[src/rtl/core/page_bitmap_allocator_macros.svh]
// Assertion macros used by the allocator controller.
// Each macro checks one implication on the rising clock edge,
// with the check held off while the asynchronous reset is active.
`ifndef PAGE_BITMAP_ALLOCATOR_MACROS_SVH
`define PAGE_BITMAP_ALLOCATOR_MACROS_SVH

`ifndef SYNTH

// Same-cycle implication.
`define PBA_ASSERT_IMP(lbl, clk_s, rstn_s, ante, cons) \
	lbl: assert property (@(posedge clk_s) disable iff (!rstn_s) (ante) |-> (cons)) \
		else $error("allocator check failed");

// Next-cycle implication.
`define PBA_ASSERT_NEXT(lbl, clk_s, rstn_s, ante, cons) \
	lbl: assert property (@(posedge clk_s) disable iff (!rstn_s) (ante) |=> (cons)) \
		else $error("allocator check failed");

`else

`define PBA_ASSERT_IMP(lbl, clk_s, rstn_s, ante, cons)
`define PBA_ASSERT_NEXT(lbl, clk_s, rstn_s, ante, cons)

`endif

`endif

[src/rtl/core/pba_pkg.sv]
package pba_pkg;

	// Map geometry
	localparam int MAX_PAGES     = 4096;
	localparam int MAP_WORD_BITS = 64;
	localparam int MAP_WORDS     = (MAX_PAGES + MAP_WORD_BITS - 1) / MAP_WORD_BITS;
	localparam int WORD_IDX_W    = $clog2(MAP_WORDS);
	localparam int BIT_IDX_W     = $clog2(MAP_WORD_BITS);
	localparam int PAGE_IDX_W    = $clog2(MAX_PAGES);

	// Field widths
	localparam int ACTION_W = 2;
	localparam int PAGE_W   = 40;
	localparam int COUNT_W  = 13;

	// Action codes
	localparam logic [ACTION_W-1:0] ACT_ALLOC   = 2'd0;
	localparam logic [ACTION_W-1:0] ACT_FREE    = 2'd1;
	localparam logic [ACTION_W-1:0] ACT_RESERVE = 2'd2;

	// Configuration register indexes
	localparam logic REG_BASE  = 1'b0;
	localparam logic REG_PAGES = 1'b1;

	// Register reset values
	localparam logic [PAGE_W-1:0]  BASE_RESET  = '0;
	localparam logic [COUNT_W-1:0] PAGES_RESET = COUNT_W'(MAX_PAGES);

	typedef struct packed {
		logic [ACTION_W-1:0] action;
		logic [PAGE_W-1:0]   page_number;
		logic [COUNT_W-1:0]  page_count;
	} pba_item_t;

	typedef struct packed {
		logic              status;
		logic [PAGE_W-1:0] start_page;
	} pba_result_t;

	// How an item finishes
	typedef enum logic [1:0] {
		FIN_FAIL,
		FIN_OK,
		FIN_ALLOC
	} pba_fin_t;

	// Controller to datapath
	typedef struct packed {
		logic     load;
		logic     init;
		logic     scan;
		logic     mark_rd;
		logic     finish;
		pba_fin_t fin;
	} pba_cmd_t;

	// Datapath to controller
	typedef struct packed {
		logic is_alloc;
		logic is_put;
		logic count_zero;
		logic alloc_ok;
		logic put_ok;
		logic found;
		logic scan_fail;
		logic mark_at_last;
	} pba_stat_t;

endpackage

[src/rtl/core/pba_ctrl.sv]
`include "page_bitmap_allocator_macros.svh"

module pba_ctrl import pba_pkg::*; (
	input  logic      clk,
	input  logic      arst_n,
	input  logic      start,
	output logic      busy,
	output logic      done,
	input  pba_stat_t stat,
	output pba_cmd_t  cmd
);

	typedef enum logic [2:0] {
		ST_IDLE,
		ST_CHECK,
		ST_SCAN,
		ST_MARK,
		ST_MARK_END
	} state_t;

	state_t state_q;
	state_t state_d;
	logic   done_q;

	// Sequence one item: check, scan, mark, report
	always_comb begin
		state_d = state_q;
		cmd     = '0;
		cmd.fin = FIN_FAIL;
		unique case (state_q)
			ST_IDLE: begin
				if (start) begin
					cmd.load = 1'b1;
					state_d  = ST_CHECK;
				end
			end
			ST_CHECK: begin
				if (stat.is_alloc && stat.alloc_ok) begin
					cmd.init = 1'b1;
					state_d  = ST_SCAN;
				end else if (stat.is_put && stat.put_ok && !stat.count_zero) begin
					cmd.init = 1'b1;
					state_d  = ST_MARK;
				end else begin
					cmd.finish = 1'b1;
					cmd.fin    = (stat.is_put && stat.put_ok) ? FIN_OK : FIN_FAIL;
					state_d    = ST_IDLE;
				end
			end
			ST_SCAN: begin
				cmd.scan = 1'b1;
				if (stat.found) begin
					state_d = ST_MARK;
				end else if (stat.scan_fail) begin
					cmd.finish = 1'b1;
					state_d    = ST_IDLE;
				end
			end
			ST_MARK: begin
				cmd.mark_rd = 1'b1;
				if (stat.mark_at_last) begin
					state_d = ST_MARK_END;
				end
			end
			ST_MARK_END: begin
				cmd.finish = 1'b1;
				cmd.fin    = stat.is_alloc ? FIN_ALLOC : FIN_OK;
				state_d    = ST_IDLE;
			end
			default: begin
				state_d = ST_IDLE;
			end
		endcase
	end

	// Hold state and the result strobe
	always_ff @(posedge clk or negedge arst_n) begin
		if (!arst_n) begin
			state_q <= ST_IDLE;
			done_q  <= 1'b0;
		end else begin
			state_q <= state_d;
			done_q  <= cmd.finish;
		end
	end

	assign busy = (state_q != ST_IDLE);
	assign done = done_q;

	`PBA_ASSERT_IMP(a_done_when_idle, clk, arst_n, done_q, state_q == ST_IDLE)
	`PBA_ASSERT_NEXT(a_mark_end_reports, clk, arst_n, state_q == ST_MARK_END, done_q)
	`PBA_ASSERT_IMP(a_scan_one_outcome, clk, arst_n, state_q == ST_SCAN, !(stat.found && stat.scan_fail))
	`PBA_ASSERT_NEXT(a_load_to_check, clk, arst_n, cmd.load, state_q == ST_CHECK)

endmodule

[config.mk]
export PLATFORM = sky130hd
export DESIGN_NAME = pba_ctrl
export DESIGN_NICKNAME = d
export VERILOG_FILES = /design/src/rtl/core/pba_pkg.sv /design/src/rtl/core/pba_ctrl.sv
export VERILOG_INCLUDE_DIRS = /design/src /design/src/rtl/core
export SDC_FILE = /design/constraint.sdc
export NUM_CORES = 1
export LEC_CHECK = 0
export BUFFER_PORTS_ARGS = -buffer_cell sky130_fd_sc_hd__buf_4
export CORE_AREA = 4 4 41 43
export CTS_BUF_LIST = sky130_fd_sc_hd__clkbuf_16
export CTS_CLUSTER_DIAMETER = 100
export DETAILED_ROUTE_END_ITERATION = 10
export DIE_AREA = 0 0 45 47
export PLACE_DENSITY_LB_ADDON = 0.3
export SYNTH_ARGS = -nofsm -noshare
export SYNTH_HDL_FRONTEND = slang
export SYNTH_SLANG_ARGS = --single-unit
[constraint.sdc]
create_clock -name clk -period 3.17 [get_ports clk]
set_input_delay 0.634 -clock clk [delete_from_list [all_inputs] [get_ports clk]]
set_output_delay 0.634 -clock clk [all_outputs]
set_load 0.005 [all_outputs]
[Word level (Yosys, flattened, before mapping)]
Index checks and enable logic that the tools add are counted.
Operators by class
  equal/unequal tests: 7
  muxes and demuxes: 22
  reductions and logical operators: 7
Operator list (number)
  two-way mux 3 bit: 7
  one-hot mux 3 bit (4 select lines): 1
  two-way mux 1 bit: 10
  == test 3 x 2 -> 1 bit (second input constant): 2
  two-way mux 2 bit: 2
  inequality test 2 bit (second input constant): 2
  one-hot mux 2 bit (2 select lines): 1
  == test 3 x 1 -> 1 bit (second input constant): 1
  == test 3 bit (second input constant): 1
  logical AND 1 bit: 3
  zero test 3 bit: 1
  inequality test 3 bit (second input constant): 1
  one-hot mux 1 bit (3 select lines): 1
  AND reduction 3 bit: 1
  nonzero test 3 bit: 1
  zero test 1 bit: 1
Storage, ports and cells
  register bits after elaboration: 4
  input port bits: 11
  output and inout bits: 9
  logic and storage cells: 38

[Depth between registers and ports, before layout]
  depth in word-level cells: 5
  depth in mapped cells: 4
  mapped depth without buffers: 3

[Worst setup path after synthesis]
No wires, ideal clock.
  path type: in2out
  start point: input stat[7] (netlist bit)
  end point: output cmd[2] (netlist bit)
  arrival: 1.076 ns
  required time: 2.536 ns
  path slack: 1.460 ns
  cell stages on the path: 3
  path buffers: 0
  cell sequence: nand2_1 o21ai_0 o31ai_1
RTL lines
  start, declared: line pba_ctrl.sv:9  | input pba_stat_t stat,
  end, declared: line pba_ctrl.sv:10  | output pba_cmd_t cmd

==> run_results.csv <==
group,metric,value,unit
global_route,grt_max_degree,13,
global_route,grt_pass1_vias,329,
sta,rsz0062_at_grt,"no",
placement,hpwlAfterDp,712,um
route,drtPass1Iterations,4,
critical_path,path_common_cell,"buf_4",
die,ioPinCount,20,
synth,synth_seq_cells,4,
die,die_w,45,um
critical_path,worstSetupStartpoint,"stat[7]",
clock_network,root_buffer,"clkbuf_16",
pwr,irDropWorstVdd,0.000420,V
sta,worst_clock_skew,4.82,ps
pwr,pwr_density_cell,929,nW/um2
route,viasPerCell,4.86,
synth,syn_avg_cell_area,9.08,um2
sta,period_minus_slack,2070,ps
route,drt-initial-drc-count,6,
synth,yosys_warnings,0,
global_route,grt_pass1_wl,1290,um
clock_network,cts_buffers,3,
synth,synth_cells,39,
route,wl_per_cell,12.1,um
sta,slew_violations,0,
final_layout,fin_nets,72,
clock_network,clock_latency,230,ps
critical_path,crit_slowest_cell,"o31ai_1",
route,drc,0,
final_layout,multi_input_area,228,um2
placement,placed_area,493,um2
critical_path,arrival,1440,ps
critical_path,r2r_cells,3,
critical_path,r2r_slack,1950,ps
final_layout,fill_cells,142,
final_layout,design_area,568,um2
global_route,antenna_found_initial,0,
global_route,track_usage,0.0918,
placement,post-place-ws,1120,ps
worst_hold_path,holdCritPathClass,"input port to asynchronous set/reset pin",
clock_network,cts_tree,"yes",
clock_network,post_cts_buffers,0,
final_layout,n_antenna_cell,0,
placement,numPortBuffers,19,
die,rows,13,
sta,tightest_slew,341,ps
flow_run,max_cap_viol_count,0,
synth,synth_cell_types,24,
placement,place_congestion,0.742,
sta,fmax,482,MHz
final_layout,ff_latch_area,100,um2
route,routed_wl,893,um
sta,fin_ws,1100,ps
sta,holdWs,194,ps
critical_path,criticalPathCategory,"input port to output port",
critical_path,start_kind,"input port",
route,drtAntennaViolNets,0,
clock_network,ctsHoldBuffers,0,
final_layout,drive_gt1_frac,0.441,
die,core-area,1300,um2
sta,fin_crit_sh,0.654,
die,initial_core_util,0.272,
sta,slew_headroom,0.773,
critical_path,crit_chain,"buf_4 -> nand2_1 -> o21ai_0 -> o31ai_1 -> buf_4",
synth,synthTopCellsByArea,"dfrtp_1 28%, nor4b_4 6.7%, buf_6 6.4%",
sta,setup_viol,0,
clock_network,ctsLongestPathBuffers,2,
synth,synth_area,354,um2
critical_path,rr_startpoint,"state_q[0]",
clock_network,path_clk_slew,30,ps
clock_network,htree_levels,1,
clock_network,post_cts_resized,0,
critical_path,cp_max_fo,3,
final_layout,areaGrowthSynthToFinish,60.4,%
critical_path,required,2540,ps
outcome,status,"finished clean",
route,vias,360,
critical_path,r2r_end,"state_q[0]",
die,dieArea,2120,um2
critical_path,cp_num_buf_inv,2,
global_route,gr-total-overflow,0,
synth,yosys.area.top_type,"dfrtp_1",
clock_network,cts_num_sinks,4,
pwr,leakagePower,0.274,nW
critical_path,crit_path_end_kind,"output port",
synth,synth.top_cell.area_share,0.283,
sta,final-hold-violation-count,0,
die,die_h,47,um
critical_path,cpLargestDelayFamily,"compound AO/OA/AOI/OAI gates",
sta,final.setup.tns,0,ps
synth,synthesis.nets,50,
final_layout,utilization,0.437,
critical_path,max_stage_delay,310,ps
synth,seq_area_frac_synth,0.283,
[metal layers]
metal	GRT usage	vias up	share of wire
met2	0.158	14	0.53
li1	-	186	-
met5	0	-	0
met4	0.123	0	0.021
met3	0.0115	2	0.078
met1	0.0822	158	0.37
[power by group]
| group | internal, W | switching (W) |
|---|---|---|
| clock network | 0.000161 | 0.0000384 |
| registers | 0.0000715 | 0.0000434 |
| logic | 0.000129 | 0.0000841 |
[worst register-to-register path, stage by stage, from the launching register on]
cell and delay, ps:
dfrtp_1 530, nor2_1 150, a211oi_1 310, o21a_1 170
[through the flow]
step | instances | total power (W)
after detailed placement | 71 | 0.000331
after floorplan | 39 | 0.000259
after global routing | 74 | 0.000562
after global placement | 71 | 0.000328
final | 74 | 0.000528
after CTS | 74 | 0.000534
[state kept, by name, indices dropped and copies added, names as in the netlist]
| register | cells |
|---|---|
| state_q | 3 |
| done | 1 |
[Yosys cell counts (all sizes together)]
master,instances
inv,1
dfrtp,4
nand4b,1
a21oi,2
o21ai,1
or2b,1
a32o,1
nand2,4
and2,2
or3,1
nor4b,1
nor3b,2
buf,2
a211oi,1
a32oi,2
o31ai,1
nand2b,1
nor2b,2
nor2,4
and3,2
and3b,2
o21a,1
[area by class of cell]
cell class / instances / share of cell area
Clock buffer: 3 / 0.132
Inverter: 1 / 0.00661
Multi-Input combinational cell: 32 / 0.401
Sequential cell: 4 / 0.176
Tap cell: 15 / 0.0330
Timing Repair Buffer: 19 / 0.251
[cells in the final DEF (no fill, tap or decap), drive strengths merged, types with 2 or more instances in the layout]
cell    Yosys  final
nand2       4      4
buf         2     19
nor3b       2      2
dfrtp       4      4
and3b       2      2
a21oi       2      2
nor2b       2      2
and3        2      2
clkbuf      0      3
a32oi       2      2
nor2        4      4
and2        2      2
[cells by family (layout without fill, tap and decap cells)]
kind of cell	after synthesis	after routing	synth area share
DFF	4	4	0.283
buffers and inverters	3	23	0.0742
AOI/OAI and AO/OA	9	9	0.184
and+or+nand+nor	23	23	0.459
[how the worst max path moves through the flow]
stage	end	slack, ps	cells past startpoint
floorplan	cmd[2]	1460	3
global placement	cmd[2]	1140	5
detailed placement	cmd[2]	1120	5
CTS	cmd[2]	1080	5
global route	cmd[0]	1000	4
finish	cmd[2]	1100	5
Power figures use the tool's default switching activity.
